===== src/rtl/fafr_pkg.sv =====
package fafr_pkg;

    localparam int FRAMES   = 64;
    localparam int STATUS_W = 2;

    localparam logic [STATUS_W-1:0] ST_LOADED    = 2'd0;
    localparam logic [STATUS_W-1:0] ST_VIOLATION = 2'd1;
    localparam logic [STATUS_W-1:0] ST_IGNORED   = 2'd2;
    localparam logic [STATUS_W-1:0] ST_FREED     = 2'd3;

    localparam logic FUNC_FAULT = 1'b0;
    localparam logic FUNC_FREE  = 1'b1;

    typedef struct packed {
        logic        func;
        logic [15:0] pid;
        logic [9:0]  vpn;
        logic        write_access;
        logic [10:0] page_count;
        logic [5:0]  release_frame;
    } fafr_in_t;

    typedef struct packed {
        logic [1:0]  status;
        logic [5:0]  frame;
        logic        victim_valid;
        logic [15:0] victim_pid;
        logic [9:0]  victim_vpn;
        logic        victim_dirty;
        logic [31:0] arrival_stamp;
        logic [6:0]  free_count;
    } fafr_out_t;

    typedef enum logic [3:0] {
        S_IDLE,
        S_INIT,
        S_DECIDE,
        S_VREAD,
        S_FAULT_WR,
        S_FREE_CHK,
        S_SEARCH,
        S_SHIFT_RD,
        S_SHIFT_WR,
        S_FREE_WR,
        S_OUT
    } fafr_state_t;

    // controller -> datapath commands
    typedef struct packed {
        logic capture;
        logic init_step;
        logic fault_decide;
        logic victim_read;
        logic fault_write;
        logic search_start;
        logic search_step;
        logic shift_read;
        logic shift_write;
        logic free_write;
        logic set_violation;
        logic set_ignored;
        logic out_load;
    } fafr_cmd_t;

    // datapath -> controller status
    typedef struct packed {
        logic func_free;
        logic fault_bad;
        logic fault_from_free;
        logic free_ok;
        logic init_done;
        logic search_hit;
        logic search_end;
        logic shift_done;
    } fafr_stat_t;

endpackage


===== src/rtl/fafr_ctrl.sv =====
module fafr_ctrl
    import fafr_pkg::*;
(
    input  logic       aclk,
    input  logic       aresetn,
    input  logic       s_valid,
    output logic       s_ready,
    output logic       m_valid,
    input  logic       m_ready,
    input  logic       cfg_write,
    input  fafr_stat_t stat,
    output fafr_cmd_t  cmd
);

    fafr_state_t state_reg, state_next;
    logic        mvalid_reg, mvalid_next;

    always_ff @(posedge aclk) begin
        if (!aresetn) begin
            state_reg  <= S_INIT;
            mvalid_reg <= 1'b0;
        end else begin
            state_reg  <= state_next;
            mvalid_reg <= mvalid_next;
        end
    end

    assign m_valid = mvalid_reg;
    assign s_ready = (state_reg == S_IDLE) && !cfg_write;

    always_comb begin
        state_next  = state_reg;
        mvalid_next = mvalid_reg;
        cmd         = '0;
        if (mvalid_reg && m_ready) mvalid_next = 1'b0;
        unique case (state_reg)
            S_IDLE: begin
                if (cfg_write) begin
                    state_next = S_INIT;
                end else if (s_valid) begin
                    cmd.capture = 1'b1;
                    state_next = S_DECIDE;
                end
            end
            S_INIT: begin
                cmd.init_step = 1'b1;
                if (stat.init_done) state_next = S_IDLE;
            end
            S_DECIDE: begin
                if (stat.func_free) begin
                    state_next = S_FREE_CHK;
                end else if (stat.fault_bad) begin
                    cmd.set_violation = 1'b1;
                    state_next = S_OUT;
                end else begin
                    cmd.fault_decide = 1'b1;
                    state_next = stat.fault_from_free ? S_FAULT_WR : S_VREAD;
                end
            end
            S_VREAD: begin
                cmd.victim_read = 1'b1;
                state_next = S_FAULT_WR;
            end
            S_FAULT_WR: begin
                cmd.fault_write = 1'b1;
                state_next = S_OUT;
            end
            S_FREE_CHK: begin
                if (stat.free_ok) begin
                    cmd.search_start = 1'b1;
                    state_next = S_SEARCH;
                end else begin
                    cmd.set_ignored = 1'b1;
                    state_next = S_OUT;
                end
            end
            S_SEARCH: begin
                if (stat.search_hit) begin
                    state_next = S_SHIFT_RD;
                end else if (stat.search_end) begin
                    state_next = S_FREE_WR;
                end else begin
                    cmd.search_step = 1'b1;
                end
            end
            S_SHIFT_RD: begin
                if (stat.shift_done) begin
                    state_next = S_FREE_WR;
                end else begin
                    cmd.shift_read = 1'b1;
                    state_next = S_SHIFT_WR;
                end
            end
            S_SHIFT_WR: begin
                cmd.shift_write = 1'b1;
                state_next = S_SHIFT_RD;
            end
            S_FREE_WR: begin
                cmd.free_write = 1'b1;
                state_next = S_OUT;
            end
            S_OUT: begin
                if (!mvalid_reg || m_ready) begin
                    cmd.out_load = 1'b1;
                    mvalid_next = 1'b1;
                    state_next = S_IDLE;
                end
            end
            default: state_next = S_IDLE;
        endcase
    end

endmodule


===== src/rtl/fafr_datapath.sv =====
module fafr_datapath
    import fafr_pkg::*;
(
    input  logic       aclk,
    input  logic       aresetn,
    input  fafr_in_t   s_data,
    input  logic       cfg_write,
    input  logic [6:0] cfg_value,
    output logic [6:0] frames_in_use,
    input  fafr_cmd_t  cmd,
    output fafr_stat_t stat,
    output fafr_out_t  m_data
);

    localparam int IW = $clog2(FRAMES);
    localparam int CW = IW + 1;

    // memories (each read at one address)
    logic [5:0]  freeq_mem [FRAMES];
    logic [5:0]  loq_mem   [FRAMES];
    logic [15:0] owner_mem [FRAMES];
    logic [9:0]  page_mem  [FRAMES];
    logic [1:0]  flags_mem [FRAMES];

    logic [6:0]    fiu_reg;
    logic [IW-1:0] fhead_reg;
    logic [CW-1:0] fcnt_reg;
    logic [IW-1:0] lhead_reg;
    logic [CW-1:0] lcnt_reg;
    logic [31:0]   arrival_reg;
    logic [CW-1:0] init_reg;
    logic [CW-1:0] idx_reg;
    logic          stat_hit_reg;
    logic          ctl_search_reg;

    fafr_in_t      item_reg;
    fafr_out_t     res_reg, res_next;
    fafr_out_t     out_reg, out_next;
    logic [5:0]    frame_reg;
    logic [5:0]    fq_rd_reg, lq_rd_reg;
    logic [1:0]    fl_rd_reg;
    logic [15:0]   ow_rd_reg;
    logic [9:0]    pg_rd_reg;

    logic [6:0] fiu_clamp;
    always_comb begin
        fiu_clamp = cfg_value;
        if (fiu_clamp == 7'd0) fiu_clamp = 7'd1;
        if ({25'd0, fiu_clamp} > 32'(FRAMES)) fiu_clamp = 7'(FRAMES);
    end

    logic [IW-1:0] fq_addr, lq_addr, rec_addr;
    logic [IW-1:0] lq_pos;
    assign lq_pos = lhead_reg + idx_reg[IW-1:0];

    always_comb begin
        fq_addr  = fhead_reg;
        lq_addr  = lhead_reg;
        rec_addr = IW'(item_reg.release_frame);
        if (cmd.search_step || cmd.shift_read) begin
            lq_addr = (cmd.shift_read) ? lq_pos + IW'(1) : lq_pos + IW'(1);
        end
        if (cmd.search_start) lq_addr = lhead_reg;
        if (cmd.fault_decide) rec_addr = IW'(lq_rd_reg);
        if (cmd.capture) rec_addr = IW'(s_data.release_frame);
    end

    logic victim_now;
    assign victim_now = cmd.fault_decide && (fcnt_reg == '0);

    always_ff @(posedge aclk) begin
        fq_rd_reg <= freeq_mem[fq_addr];
        lq_rd_reg <= loq_mem[lq_addr];
        fl_rd_reg <= flags_mem[rec_addr];
        ow_rd_reg <= owner_mem[rec_addr];
        pg_rd_reg <= page_mem[rec_addr];
        if (cmd.init_step && !init_reg[CW-1 -: 1] && init_reg < CW'(FRAMES)) begin
            freeq_mem[init_reg[IW-1:0]] <= init_reg[5:0];
            flags_mem[init_reg[IW-1:0]] <= 2'b00;
            owner_mem[init_reg[IW-1:0]] <= '0;
            page_mem[init_reg[IW-1:0]]  <= '0;
        end
        if (cmd.fault_write) begin
            owner_mem[IW'(frame_reg)] <= item_reg.pid;
            page_mem[IW'(frame_reg)]  <= item_reg.vpn;
            flags_mem[IW'(frame_reg)] <= {item_reg.write_access, 1'b1};
            loq_mem[lhead_reg + lcnt_reg[IW-1:0]] <= frame_reg;
        end
        if (cmd.shift_write) loq_mem[lq_pos] <= lq_rd_reg;
        if (cmd.free_write) begin
            flags_mem[IW'(item_reg.release_frame)] <= 2'b00;
            owner_mem[IW'(item_reg.release_frame)] <= '0;
            page_mem[IW'(item_reg.release_frame)]  <= '0;
            freeq_mem[fhead_reg + fcnt_reg[IW-1:0]] <= item_reg.release_frame;
        end
    end

    logic found_cur;
    assign found_cur = (lq_rd_reg == item_reg.release_frame);

    always_ff @(posedge aclk) begin
        if (!aresetn) begin
            fiu_reg      <= 7'(FRAMES);
            fhead_reg    <= '0;
            fcnt_reg     <= CW'(FRAMES);
            lhead_reg    <= '0;
            lcnt_reg     <= '0;
            arrival_reg  <= '0;
            init_reg     <= '0;
            idx_reg      <= '0;
        end else begin
            if (cfg_write) begin
                fiu_reg   <= fiu_clamp;
                fhead_reg <= '0;
                fcnt_reg  <= CW'(fiu_clamp);
                lhead_reg <= '0;
                lcnt_reg  <= '0;
                init_reg  <= '0;
            end
            if (cmd.init_step && init_reg < CW'(FRAMES)) init_reg <= init_reg + CW'(1);
            if (cmd.fault_decide) begin
                if (fcnt_reg != '0) begin
                    fhead_reg <= fhead_reg + IW'(1);
                    fcnt_reg  <= fcnt_reg - CW'(1);
                end else begin
                    lhead_reg <= lhead_reg + IW'(1);
                    lcnt_reg  <= lcnt_reg - CW'(1);
                end
            end
            if (cmd.fault_write) begin
                arrival_reg <= arrival_reg + 32'd1;
                lcnt_reg    <= lcnt_reg + CW'(1);
            end
            if (cmd.search_start) idx_reg <= '0;
            if (cmd.search_step || cmd.shift_write) idx_reg <= idx_reg + CW'(1);
            if (cmd.free_write) begin
                fcnt_reg <= fcnt_reg + CW'(1);
                if (stat_hit_reg) lcnt_reg <= lcnt_reg - CW'(1);
            end
        end
    end

    always_ff @(posedge aclk) begin
        if (cmd.search_start) stat_hit_reg <= 1'b0;
        else if (found_cur && !stat_hit_reg && idx_reg < lcnt_reg && !cmd.shift_read
                 && !cmd.shift_write && ctl_search_reg)
            stat_hit_reg <= 1'b1;
    end

    always_ff @(posedge aclk) begin
        if (!aresetn) ctl_search_reg <= 1'b0;
        else if (cmd.search_start) ctl_search_reg <= 1'b1;
        else if (cmd.free_write) ctl_search_reg <= 1'b0;
    end

    // datapath results
    always_comb begin
        res_next = res_reg;
        if (cmd.fault_decide) begin
            res_next = '0;
            res_next.victim_valid = victim_now;
        end
        if (cmd.victim_read) begin
            res_next.victim_pid   = ow_rd_reg;
            res_next.victim_vpn   = pg_rd_reg;
            res_next.victim_dirty = fl_rd_reg[1];
        end
        if (cmd.fault_write) begin
            res_next.status        = ST_LOADED;
            res_next.frame         = frame_reg;
            res_next.arrival_stamp = arrival_reg;
        end
        if (cmd.set_violation) begin
            res_next = '0;
            res_next.status = ST_VIOLATION;
        end
        if (cmd.set_ignored) begin
            res_next = '0;
            res_next.status = ST_IGNORED;
            res_next.frame  = item_reg.release_frame;
        end
        if (cmd.free_write) begin
            res_next = '0;
            res_next.status = ST_FREED;
            res_next.frame  = item_reg.release_frame;
        end
    end

    always_comb begin
        out_next = res_reg;
        out_next.free_count = 7'(fcnt_reg);
    end

    always_ff @(posedge aclk) begin
        if (cmd.capture) item_reg <= s_data;
        if (cmd.fault_decide) frame_reg <= (fcnt_reg != '0) ? fq_rd_reg : lq_rd_reg;
        res_reg <= res_next;
        if (cmd.out_load) out_reg <= out_next;
    end

    assign m_data        = out_reg;
    assign frames_in_use = fiu_reg;

    logic [CW-1:0] init_lim;
    assign init_lim = CW'(FRAMES);

    always_comb begin
        stat = '0;
        stat.func_free       = item_reg.func == FUNC_FREE;
        stat.fault_bad       = ({1'b0, item_reg.vpn} >= item_reg.page_count) ||
                               (fcnt_reg == '0 && lcnt_reg == '0);
        stat.fault_from_free = fcnt_reg != '0;
        stat.free_ok         = ({1'b0, item_reg.release_frame} < fiu_reg) &&
                               (32'(item_reg.release_frame) < 32'(FRAMES)) && fl_rd_reg[0];
        stat.init_done       = init_reg >= init_lim - CW'(1) || init_reg == init_lim;
        stat.search_hit      = stat_hit_reg || (found_cur && idx_reg < lcnt_reg);
        stat.search_end      = idx_reg >= lcnt_reg;
        stat.shift_done      = idx_reg + CW'(1) >= lcnt_reg;
    end

endmodule


===== src/rtl/frame_allocator_fifo_replace.sv =====
// Frame manager with global FIFO replacement, one request at a time. A fault
// passes through accept, decide, record write and output, with a victim
// record read before the record write when it evicts; a page violation goes
// from decide to output, and an ignored free from the free check to output.
// A free walks the load-order queue one entry a cycle and then compacts it
// with a read and a write per entry. The output cycle waits while an earlier
// result is still held. After reset or a frames_in_use write while idle the
// free queue and record memories are swept before the next request is taken.
module frame_allocator_fifo_replace
    import fafr_pkg::*;
(
    input  logic       aclk,
    input  logic       aresetn,
    input  logic       s_valid,
    output logic       s_ready,
    input  fafr_in_t   s_data,
    output logic       m_valid,
    input  logic       m_ready,
    output fafr_out_t  m_data,
    input  logic       psel,
    input  logic       penable,
    input  logic       pwrite,
    input  logic [0:0] paddr,
    input  logic [31:0] pwdata,
    output logic [31:0] prdata,
    output logic       pready
);

    fafr_cmd_t  cmd;
    fafr_stat_t stat;
    logic       cfg_write;
    logic [6:0] fiu;

    assign pready    = 1'b1;
    assign cfg_write = psel && penable && pwrite && (paddr == 1'b0);
    assign prdata    = {25'd0, fiu};

    fafr_ctrl u_ctrl (
        .aclk, .aresetn, .s_valid, .s_ready, .m_valid, .m_ready,
        .cfg_write, .stat, .cmd
    );

    fafr_datapath u_dp (
        .aclk, .aresetn, .s_data, .cfg_write, .cfg_value(pwdata[6:0]),
        .frames_in_use(fiu), .cmd, .stat, .m_data
    );

    a_out_status: assert property (@(posedge aclk) disable iff (!aresetn)
        m_valid && m_data.victim_valid |-> m_data.status == ST_LOADED)
        else $error("victim on non-load result");
    a_free_count: assert property (@(posedge aclk) disable iff (!aresetn)
        m_valid |-> {25'd0, m_data.free_count} <= 32'(FRAMES))
        else $error("free count overflow");
    a_one_cmd: assert property (@(posedge aclk) disable iff (!aresetn)
        $onehot0({cmd.fault_write, cmd.free_write, cmd.shift_write}))
        else $error("conflicting memory writes");

endmodule

===== config.mk =====
export PLATFORM = sky130hd
export DESIGN_NAME = frame_allocator_fifo_replace
export DESIGN_NICKNAME = d
export VERILOG_FILES = /design/src/rtl/fafr_pkg.sv /design/src/rtl/fafr_ctrl.sv /design/src/rtl/fafr_datapath.sv /design/src/rtl/frame_allocator_fifo_replace.sv
export SDC_FILE = /design/constraint.sdc
export NUM_CORES = 2
export LEC_CHECK = 0
export BUFFER_PORTS_ARGS = -buffer_cell sky130_fd_sc_hd__buf_2
export CORE_UTILIZATION = 55
export DETAILED_ROUTE_END_ITERATION = 10
export GPL_ROUTABILITY_DRIVEN = 1
export GPL_TIMING_DRIVEN = 1
export PLACE_DENSITY = 0.71
export SETUP_SLACK_MARGIN = 0.05
export SLEW_MARGIN = 25
export SYNTH_ARGS = -nofsm -noshare
export SYNTH_HDL_FRONTEND = slang
export SYNTH_SLANG_ARGS = --single-unit

===== constraint.sdc =====
create_clock -name aclk -period 8.6 [get_ports aclk]
set_input_delay 0.43 -clock aclk [delete_from_list [all_inputs] [get_ports aclk]]
set_output_delay 0.43 -clock aclk [all_outputs]
set_load 0.03 [all_outputs]

Word-level counts from Yosys, hierarchy flattened
Memory sizes are Yosys's and may differ from the RTL's. A register that Yosys moved wholly into a read port is not among the register bits. Index checks and enable logic that the tools add are counted.

Word-level logic and storage cells: 240. Memory bits (writable): 2560. Bits in registers: 280. Memories: 5. Bits of input ports: 85. Output and inout port bits: 110.

Memories: u_dp.owner_mem (words 64, bits a word 16, read ports 1, clocked after memory_dff 1, wr ports 1, line fafr_datapath.sv:21) `logic [15:0] owner_mem [FRAMES];`; u_dp.page_mem (words 64, bits a word 10, read ports 1, clocked after memory_dff 1, wr ports 1, line fafr_datapath.sv:22) `logic [9:0] page_mem [FRAMES];`; u_dp.freeq_mem (words 64, bits a word 6, read ports 1, clocked after memory_dff 1, wr ports 1, line fafr_datapath.sv:19) `logic [5:0] freeq_mem [FRAMES];`; u_dp.loq_mem (words 64, bits a word 6, read ports 1, clocked after memory_dff 1, wr ports 1, line fafr_datapath.sv:20) `logic [5:0] loq_mem [FRAMES];`; u_dp.flags_mem (words 64, bits a word 2, read ports 1, clocked after memory_dff 1, wr ports 1, line fafr_datapath.sv:23) `logic [1:0] flags_mem [FRAMES];`.

Bitwise logic cells: 1. $add $sub $neg: 13. Mux-type cells: 108. $lt $le $gt $ge: 8. Equal/unequal tests: 16. Reduce and logical (&&, ||, !) cells: 54.

Operators with widths (count): $mux W75 (2); $mux W6 (21); $mux W7 (16); $mux W74 (1); $mux W73 (1); $mux W1 (47); $pmux W4 S10 (1); $mux W4 (9); $add A32 B1 Y32 const B (1); $mux W16 (2); $mux W32 (1); $reduce_or A16 Y1 (2); $add A7 B1 Y7 const B (4); $mux W27 (1); $logic_not A7 Y1 (3); $mux W10 (2); $reduce_or A10 Y1 (2); $add A6 B1 Y6 const B (3); $add A6 B6 Y6 (3); $logic_and A1 B1 Y1 (17); $eq A4 B3 Y1 const B (4); $ge A7 B7 Y1 (2); $sub A7 B1 Y7 const B (2); $eq A4 B4 Y1 const B (3); other kinds (30) (50).

Logic depth before layout (Yosys ltp)
Word-level depth: 12. Gate-level depth with buffers: 17.

Hierarchy
Synthesis repeated with hierarchy kept, for this count alone.

Cell total of the unflattened synthesis: 13307. Area total of the unflattened synthesis: 133122.7 um^2.

Modules (own cells, without submodules): fafr_datapath (area each 132387.0 um^2, instances 1, cells each 13206); fafr_ctrl (area each 523.0 um^2, instances 1, cells each 72); frame_allocator_fifo_replace (area each 212.7 um^2, instances 1, cells each 29).

Worst setup path before layout
Ideal clock, no wire load.

Path kind: register -> register. Start point: register u_ctrl.state_reg[3]. End point: register u_dp.out_reg (netlist bit u_dp.m_data[0]), enable pin. Period minus slack after synthesis: 6568 ps. Library setup time: 600 ps. Data required time: 8000 ps. Stages on the path, launching flop included: 4. Slack: 2032 ps. Data arrival time: 5968 ps. Cells stage by stage: dfxtp_1 -> clkbuf_1 -> nand2b_1 -> nor3_1.

RTL lines: from (decl) (line fafr_ctrl.sv:15) `fafr_state_t state_reg, state_next;`; from (signal assigned) (line fafr_ctrl.sv:23) `state_reg <= state_next;`; to (signal assigned) (line fafr_datapath.sv:198) `if (cmd.out_load) out_reg <= out_next;`; to (decl) (line fafr_datapath.sv:38) `fafr_out_t out_reg, out_next;`.

Worst setup path after layout
Start point: register u_dp.fcnt_reg[0]. End point: register u_dp.ow_rd_reg[4], read port of u_dp.owner_mem.

Longest elaborated chain between the ends: 8.

Ends and longest elaborated chain: from (decl) (line fafr_datapath.sv:27) `logic [CW-1:0] fcnt_reg;`; from (signal assigned) (line fafr_datapath.sv:105) `fcnt_reg <= CW'(FRAMES);`; from (signal assigned) (line fafr_datapath.sv:115) `fcnt_reg <= CW'(fiu_clamp);`; from (signal assigned) (line fafr_datapath.sv:124) `fcnt_reg <= fcnt_reg - CW'(1);`; $logic_not A7 Y1 (line fafr_datapath.sv:211) `(fcnt_reg == '0 && lcnt_reg == '0);`; $logic_and A1 B1 Y1 (line fafr_datapath.sv:211); $logic_or A1 B1 Y1 (line fafr_datapath.sv:210) `stat.fault_bad = ({1'b0, item_reg.vpn} >= item_reg.page_count) ||`; $mux W1 (line fafr_ctrl.sv:52) `end else if (stat.fault_bad) begin`; $mux W1 (line fafr_ctrl.sv:50) `if (stat.func_free) begin`; $mux W1 (line fafr_ctrl.sv:36) `unique case (state_reg)`; $mux W6 (line fafr_datapath.sv:64) `if (cmd.fault_decide) rec_addr = IW'(lq_rd_reg);`; $mux W6 (line fafr_datapath.sv:65) `if (cmd.capture) rec_addr = IW'(s_data.release_frame);`; to (decl) (line fafr_datapath.sv:42) `logic [15:0] ow_rd_reg;`.

No other way between the ends. A chain may end at the register's enable or synchronous reset.

==> results.py <==
metrics = {
    "finish": {
        "largest_reg_flops": 1024,
        "nets": 8462,
        "final-seq-area_um2": 84610,
        "layout_common_cells": "2692 x edfxtp_1, 2011 x nand2_1, 688 x nand3_1, 304 x clkbuf_16, 254 x nor2_1",
        "drive_above_1_share_pct": 11.57,
        "layout.cells.most_common": "edfxtp_1",
        "top_regs": "u_dp.owner_mem: 1024 flops, u_dp.page_mem: 640 flops",
        "regMostFlops": "u_dp.owner_mem",
        "filler_cell_count": 14350,
        "area_growth_pct": 12.45,
        "fin_area_um2": 127800,
        "multi_input_comb_area_um2": 27300,
    },
    "sta": {
        "slew_headroom_pct": 26.60,
        "period_share_pct": 72.61,
        "setup_tns_ns": 0,
        "finalSetupViolations": 0,
        "fin_crit_ns": 6.244,
        "slew_violations": 0,
        "worstMarginPinSlew_ns": 1.098,
        "rsz0062_at_grt": "no",
        "max_freq_ghz": 0.1601,
        "hold_violations": 0,
        "fin_skew_ns": 0.05108,
    },
    "logic_synthesis": {
        "synth_fa_ha_area_share_pct": 0.6583,
        "synth_top_family_by_area": "simple AND/OR/NAND/NOR gates",
        "synth_area_um2": 113700,
        "async_reset_ff_share_pct": 0,
        "synth-xor-area-share_pct": 0.4932,
        "ys_warn_count": 0,
        "synth_seq_cells": 2880,
        "ys.flop_type": "edfxtp_1",
        "synth_top_area_cell": "edfxtp_1",
        "synth-simple-area-share_pct": 13.34,
        "synth-edff-count": 2692,
        "seq_area_frac_synth_pct": 74.43,
        "yosys-top-cells-area": "edfxtp_1 71%, nand2_1 6.7%, dfxtp_1 3.3%",
        "synth.avg_cell_area_um2": 14.00,
        "synth_mux_area_share_pct": 4.271,
        "synth_top_area_share_pct": 71.12,
        "synth_compound_area_share_pct": 4.621,
        "synth_cell_types": 83,
        "postSynthCellCount": 8119,
    },
    "cts": {
        "cts_root_buffer": "clkbuf_16",
        "cts_tree": "done",
        "clk_latency_ns": 0.95,
        "h-tree-depth": 5,
        "cts_num_sinks": 2880,
        "clk_pin_slew_ns": 0.07,
        "clockBufferDepth": 4,
        "numCtsBuffers": 298,
    },
    "floorplan": {
        "start_util_pct": 55.45,
        "core-area_um2": 205000,
        "die-height_um": 456.6,
        "die_area_um2": 208500,
        "io_pins": 195,
        "die_w_um": 456.6,
        "std_cell_rows": 166,
    },
    "place": {
        "dp_hpwl_mm": 164.3,
        "io_buffers": 143,
        "gp_congestion": 0.9026,
        "place_area_um2": 117900,
    },
    "power_and_ir_drop": {
        "leakage_nw": 45.01,
        "vdd_ir_drop_max_uv": 223.1,
        "p_per_area_nw_per_um2": 217.5,
    },
    "worst_setup_path": {
        "cp_data_required_time_ns": 9.40,
        "crit_path_end_kind": "flop",
        "crit_type": "flop to flop",
        "crit_fanout": 61,
        "arrival_ns": 7.04,
        "startpoint_type": "flop",
    },
    "drt": {
        "num_vias": 70020,
        "drtPass1Iterations": 6,
        "wl_per_cell_um": 26.20,
        "vias_per_cell": 6.239,
        "drc": 0,
        "dr.first_iter.drc_count": 9245,
        "wl_mm": 294.1,
        "antenna_left": 0,
    },
    "global_route": {
        "grt_use_total_pct": 27.80,
        "antenna_found_initial": 16,
        "grt_pass1_wl_mm": 430.8,
        "grt_max_degree": 153,
        "grt-ovfl-total": 0,
        "first_global_vias": 67080,
    },
    "outcome": {
        "status": "completed",
    },
    "run": {
        "maxCapViolations": 0,
    },
    "worst_hold_path": {
        "hold_class": "input port to flop",
    },
}
-- cells by family (layout without fill, tap and decap cells) --
kind of cell    after synthesis  in the layout
flops                      2880           2880
other cells                   2             33
xor+xnor                     64             64
mux                         324            324
fa+ha+maj                    58             58
buf+inv                     540            925
compound gates              769            769
simple gates               3482           3482
-- metrics by stage --
stage               util (%)  worst slack, ns  instances  hold WS [ns]  power (mW)
detailed placement     57.51            2.621      10640        0.4152       15.79
global route           62.34            2.205      11220        0.1048       28.43
finish                 62.35            2.356      11220       0.09585       27.80
global placement       57.30            2.669      10630        0.4106       15.78
CTS                    62.24            2.547      11210       0.02812       27.86
floorplan                  -            2.032       8143        0.4001       15.68
-- worst paths after layout --
path         slack [ns]  cells past startpoint                               end                   startpoint
min                 0.1                      5  u_ctrl.state_reg[1]$_SDFFE_PN0P_                      s_valid
max reg2reg        2.36                     15         u_dp.ow_rd_reg[4]$_DFF_P_  u_dp.fcnt_reg[0]$_SDFF_PN0_
max                2.36                     15         u_dp.ow_rd_reg[4]$_DFF_P_  u_dp.fcnt_reg[0]$_SDFF_PN0_
min reg2reg        0.42                      0         u_dp.m_data[69]$_DFFE_PP_  u_dp.out_next[69]$_DFFE_PP_
-- worst max-delay path: stages, from the launching register on --
cell,delay [ns]
dfxtp_1,0.37
inv_1,0.10
ha_1,0.19
nor3b_1,0.56
nand4_1,0.35
nor3b_2,0.28
o21ai_4,0.05
buf_4,0.51
mux2i_1,0.29
a21o_4,0.49
nor2_4,0.75
buf_12,0.44
nand3_1,0.15
o2111ai_1,0.32
nand4_1,0.58
or3_1,0.56
-- cells in the mapped netlist (all sizes together), types with 29 or more instances --
master	number
o2111ai	30
ha	55
nand4	143
clkbuf	233
inv	42
o21ai	115
a21oi	128
a31oi	184
nand2	2022
mux4	126
a32oi	83
buf	265
a22o	38
xnor2	35
and2	37
o211ai	32
and3	126
nand3	688
edfxtp	2692
nor2	326
mux2i	190
or3	37
dfxtp	188
a221oi	32
xor2	29
-- where the power goes --
part	leakage (nW)	switching, mW	internal (mW)
registers	30.1	0.0337	15.2
clock network	4.45	5.12	7.16
logic	10.5	0.190	0.0842
total	45.0	5.35	22.5
-- per-layer routing --
| metal | vias to the layer above | share of wire (%) | wire length (um) | global-route usage, % |
|---|---|---|---|---|
| li1 | 30650 | - | - | - |
| met1 | 34720 | 37 | 110300 | 37.60 |
| met2 | 3957 | 47 | 138900 | 43.62 |
| met3 | 692 | 10 | 29690 | 5.045 |
| met4 | 4 | 5.2 | 15180 | 13.90 |
| met5 | - | 0.0085 | 25 | 0 |
-- cell type report --
class | instances | area share [%]
clock buffers | 401 | 6.346
well taps | 2688 | 2.631
repair buffers | 374 | 2.524
inverters | 42 | 0.1253
multi-input cells | 4723 | 21.36
flip-flops and latches | 2880 | 66.20
diodes | 7 | 0.01370
clock inverters | 108 | 0.7978
-- repair_timing --
action | in CTS | in global routing
buffers inserted | 0 | 0
hold endpoints to repair | 62 | 0
gates resized for setup | 0 | 0
endpoints found under the setup margin | 0 | 0
hold buffers | 57 | 0
No activity file was read; power rests on OpenSTA's default activity.
